## src/design/pvmw_pkg.sv

```systemverilog
// Package for the planar video memory write unit.
// Holds the command and sequencer types, word sizes and lane helper functions.
// No dependencies.
package pvmw_pkg;

    localparam int ADDRESS_BITS_DEF = 16;
    localparam int PLANES           = 4;
    localparam int BYTE_W           = 8;
    localparam int WORD_W           = PLANES * BYTE_W;

    typedef enum logic [2:0] {
        CMD_WRITE       = 3'd0,
        CMD_BITS_WRITE  = 3'd1,
        CMD_XOR         = 3'd2,
        CMD_OR_BITS     = 3'd3,
        CMD_PIXEL_COLOR = 3'd4,
        CMD_COPY_PLANES = 3'd5,
        CMD_COPY_BITS   = 3'd6,
        CMD_FETCH       = 3'd7
    } t_cmd;

    typedef enum logic [2:0] {
        ST_CLEAR,
        ST_IDLE,
        ST_RD_SRC,
        ST_RD_DST,
        ST_MODIFY
    } t_state;

    typedef struct packed {
        logic we;
        logic re;
    } t_mem_req;

    function automatic logic [WORD_W-1:0] spread_byte(input logic [BYTE_W-1:0] b);
        return {PLANES{b}};
    endfunction

    function automatic logic [WORD_W-1:0] plane_lanes(input logic [PLANES-1:0] mask);
        logic [WORD_W-1:0] m;
        m = '0;
        for (int n = 0; n < PLANES; n++) begin
            m[n*BYTE_W +: BYTE_W] = {BYTE_W{mask[n]}};
        end
        return m;
    endfunction

endpackage

```

## src/design/pvmw_merge.sv

```systemverilog
// Shared byte-lane merge unit: builds the new plane word for each command
// and selects the fetched plane byte. Depends on pvmw_pkg.
module pvmw_merge (
    input  pvmw_pkg::t_cmd                 i_cmd,
    input  logic [pvmw_pkg::WORD_W-1:0]    i_old,
    input  logic [pvmw_pkg::WORD_W-1:0]    i_from,
    input  logic [pvmw_pkg::BYTE_W-1:0]    i_val,
    input  logic [pvmw_pkg::PLANES-1:0]    i_pmask,
    input  logic [pvmw_pkg::BYTE_W-1:0]    i_bmask,
    input  logic [pvmw_pkg::PLANES-1:0]    i_color,
    input  logic [1:0]                     i_pnum,
    output logic [pvmw_pkg::WORD_W-1:0]    o_new,
    output logic [pvmw_pkg::BYTE_W-1:0]    o_fetch
);

    logic [pvmw_pkg::WORD_W-1:0] spread;
    logic [pvmw_pkg::WORD_W-1:0] lanes;
    logic [pvmw_pkg::WORD_W-1:0] bits;
    logic [pvmw_pkg::WORD_W-1:0] cbits;

    assign spread = pvmw_pkg::spread_byte(i_val);
    assign lanes  = pvmw_pkg::plane_lanes(i_pmask);
    assign bits   = pvmw_pkg::spread_byte(i_bmask);
    assign cbits  = pvmw_pkg::plane_lanes(i_color);

    always_comb begin
        case (i_cmd)
            pvmw_pkg::CMD_WRITE:       o_new = (i_old & ~lanes) | (spread & lanes);
            pvmw_pkg::CMD_BITS_WRITE:  o_new = (i_old & ~bits) | (spread & bits);
            pvmw_pkg::CMD_XOR:         o_new = i_old ^ (spread & lanes);
            pvmw_pkg::CMD_OR_BITS:     o_new = i_old | pvmw_pkg::spread_byte(i_val & i_bmask);
            pvmw_pkg::CMD_PIXEL_COLOR: o_new = (i_old & ~bits) | (cbits & bits);
            pvmw_pkg::CMD_COPY_PLANES: o_new = (i_old & ~lanes) | (i_from & lanes);
            pvmw_pkg::CMD_COPY_BITS:   o_new = (i_old & ~bits) | (i_from & bits);
            default:                   o_new = i_old;
        endcase
    end

    assign o_fetch = i_old[{i_pnum, 3'b000} +: pvmw_pkg::BYTE_W];

endmodule
```

## config.mk

```make
export PLATFORM = sky130hd
export DESIGN_NAME = pvmw_merge
export DESIGN_NICKNAME = d
export VERILOG_FILES = /design/src/design/pvmw_pkg.sv /design/src/design/pvmw_merge.sv
export SDC_FILE = /design/constraint.sdc
export NUM_CORES = 1
export LEC_CHECK = 0
export ABC_CLOCK_PERIOD_IN_PS = 2450
export BUFFER_PORTS_ARGS = -buffer_cell sky130_fd_sc_hd__buf_2
export CAP_MARGIN = 20
export CORE_ASPECT_RATIO = 0.9
export CORE_UTILIZATION = 52
export DETAILED_ROUTE_END_ITERATION = 6
export PLACE_DENSITY = 0.95
export RECOVER_POWER = 25
export SLEW_MARGIN = 40
export SYNTH_ARGS = -nofsm -noshare
export SYNTH_HDL_FRONTEND = slang
export SYNTH_SLANG_ARGS = --single-unit
```

## constraint.sdc

```tcl
create_clock -name vclk -period 2.45
set_clock_uncertainty 0.05 [all_clocks]
set_input_delay 0.49 -clock vclk [all_inputs]
set_output_delay 0.49 -clock vclk [all_outputs]
set_load 0.1 [all_outputs]
```

==> flow_metrics.py <==
metrics = {
    "synthesis": {
        "netlist_area_um2": 3202,
        "synth-seq-area-share": 0,
        "synth.net_count": 560,
        "syn_avg_cell_area_um2": 6.856,
        "synthCells": 467,
        "synth.distinct_cells": 31,
        "yosysWarnings": 0,
    },
    "status": {
        "violations": "DRC, setup timing",
        "status": "complete, but fails checks",
    },
    "grt": {
        "antenna_found_initial": 2,
        "grt_first_pass_wirelength_mm": 24.59,
        "overflow": 0,
        "grt_usage": 0.4543,
        "grt_max_degree": 25,
        "grt_pass1_vias": 5161,
    },
    "timing": {
        "fin_tns_setup_ns": -3.792,
        "setup_viol": 32,
        "hold_viol": 0,
        "fin_ws_ns": -0.2491,
        "relSlewSlack": 0.6350,
        "worst_pin_slew_ns": 0.5499,
        "rsz0062_at_grt": "true",
        "slew_violations": 0,
        "post-route-min-period_ns": 2.699,
        "fmax_ghz": 0.3705,
        "finalCritPeriodShare": 1.102,
    },
    "route": {
        "drtAntennaViolNets": 0,
        "routed_wirelength_mm": 19.99,
        "vias": 5916,
        "drtIter0Drc": 1712,
        "routed.top_layer": "met4",
        "avgRoutedWirePerCell_um": 29.92,
        "dr.pass1.iters": 7,
        "post-route-drc-count": 205,
        "viasPerCell": 8.856,
        "wl_met3_mm": 3.727,
        "dr_wl_met2_mm": 7.728,
        "wl_met1_mm": 6.129,
    },
    "critical_path": {
        "crit_type": "in2out",
        "cp.arrival_ns": 2.16,
        "crit_fanout": 8,
        "start_kind": "input pin",
        "critPathTopFamily": "buffers and inverters",
        "required_ns": 1.91,
        "critical_path.slowest_cell": "a221oi_1",
        "crit_chain": "buf_12 -> buf_8 -> nor3b_4 -> nor2_4 -> buf_6 -> a221oi_1 -> o32a_2 -> buf_12",
        "cp_slowest_stage_delay_ns": 0.36,
        "critPathMostFrequentCell": "buf_12",
        "worst_setup_path_end_kind": "primary output",
        "cp.buffers_inverters": 4,
    },
    "finish": {
        "drive_gt1_frac": 0.5100,
        "nNetsFinal": 693,
        "final_common_cell": "buf_2",
        "finalNonFillerCells": 668,
        "final.clkbuf_count": 0,
        "register_area_um2": 0,
        "nFlopsAndLatches": 0,
        "n_antenna_cell": 0,
        "mostFrequentLayoutCells": "91 x buf_2, 64 x o211ai_1, 61 x nand2_1",
        "fillers": 221,
        "final_util": 0.8881,
        "syn_to_final_growth_pct": 60.61,
    },
    "run": {
        "maxCapViolCount": 0,
    },
    "pwr": {
        "p_leak_nw": 1.901,
        "ir_worst_vdd_uv": 329.4,
        "power_mw": 2.022,
        "power_density_nw_per_um2": 393.2,
    },
    "placement": {
        "io_buffers": 133,
        "place_inst": 657,
        "hpwl_mm": 10.63,
        "gp_congestion": 1.004,
    },
    "worst_hold_path": {
        "hold_class": "in2out",
    },
    "die": {
        "start_util": 0.5529,
        "num_io_pins": 133,
        "rows": 26,
        "die_area_um2": 6476,
        "core_area_um2": 5791,
        "die_y_um": 76.44,
        "dieWidth_um": 84.72,
    },
}
repair_timing:
action,4_1_cts,5_1_grt
endpoints found under the setup margin,32,32
gates resized for setup,30,76
setup buffers,0,6
hold buffers,0,0
cloned,1,4
pin swaps,10,31
metrics by stage:
step | instance area, um^2 | hold WS (ns) | setup WS (ns)
floorplan | 3242 | 1.307 | 0.02708
global placement | 4499 | 1.394 | -0.06258
detailed placement | 4499 | 1.393 | -0.1732
CTS | 4633 | 1.399 | -0.003421
global route | 5142 | 1.425 | -0.4523
finish | 5142 | 1.414 | -0.2491
logic make-up after synthesis:
| group | after synthesis | synth area share |
|---|---|---|
| and+or+nand+nor | 158 | 0.2415 |
| muxes | 8 | 0.05627 |
| buffers and inverters | 57 | 0.1161 |
| AOI/OAI and AO/OA | 244 | 0.5862 |
worst paths after layout:
kind,end,depth (start not counted),from,slack [ns]
setup / recovery,o_new[19],8,i_cmd[2],-0.25
hold / removal,o_new[17],3,i_old[17],1.41
power by group:
part           leakage, nW  total (mW)  switching, mW  internal [mW]
Combinational         1.90        2.02           1.31          0.711
Sequential               0           0              0              0
Clock                    0           0              0              0
Total                 1.90        2.02           1.31          0.711
final cells by class:
cell class	instances	area (um^2)	share of cell area
timing repair buffer	186	1804	0.3509
inverter	1	3.754	0.0007299
tap	70	87.58	0.01703
multi-input combinational	411	3247	0.6314
synth_stat cells, types with 2 or more instances:
cell type  number  area share
a21oi_2         4       0.011
o21ai_1         8       0.013
buf_6           8       0.028
or2b_1          2      0.0047
o32a_1         32        0.10
a221oi_1       32       0.088
a21oi_1        40       0.063
buf_2          15       0.023
nor2_1         32       0.038
a21boi_0       32       0.075
or2b_2          2      0.0055
a311oi_1       32       0.088
nand2_1        73       0.086
nand2b_1       30       0.059
mux4_2          8       0.056
o211ai_1       64        0.15
clkbuf_1       24       0.028
and4bb_2        3       0.012
clkbuf_8        7       0.030
or2_2           8       0.016
per-layer routing:
metal,vias to the layer above,global-route usage
met4,0,0.3102
met1,2495,0.5437
met2,871,0.7016
met5,-,0
li1,2170,-
met3,380,0.1278
Power figures use the tool's default switching activity.
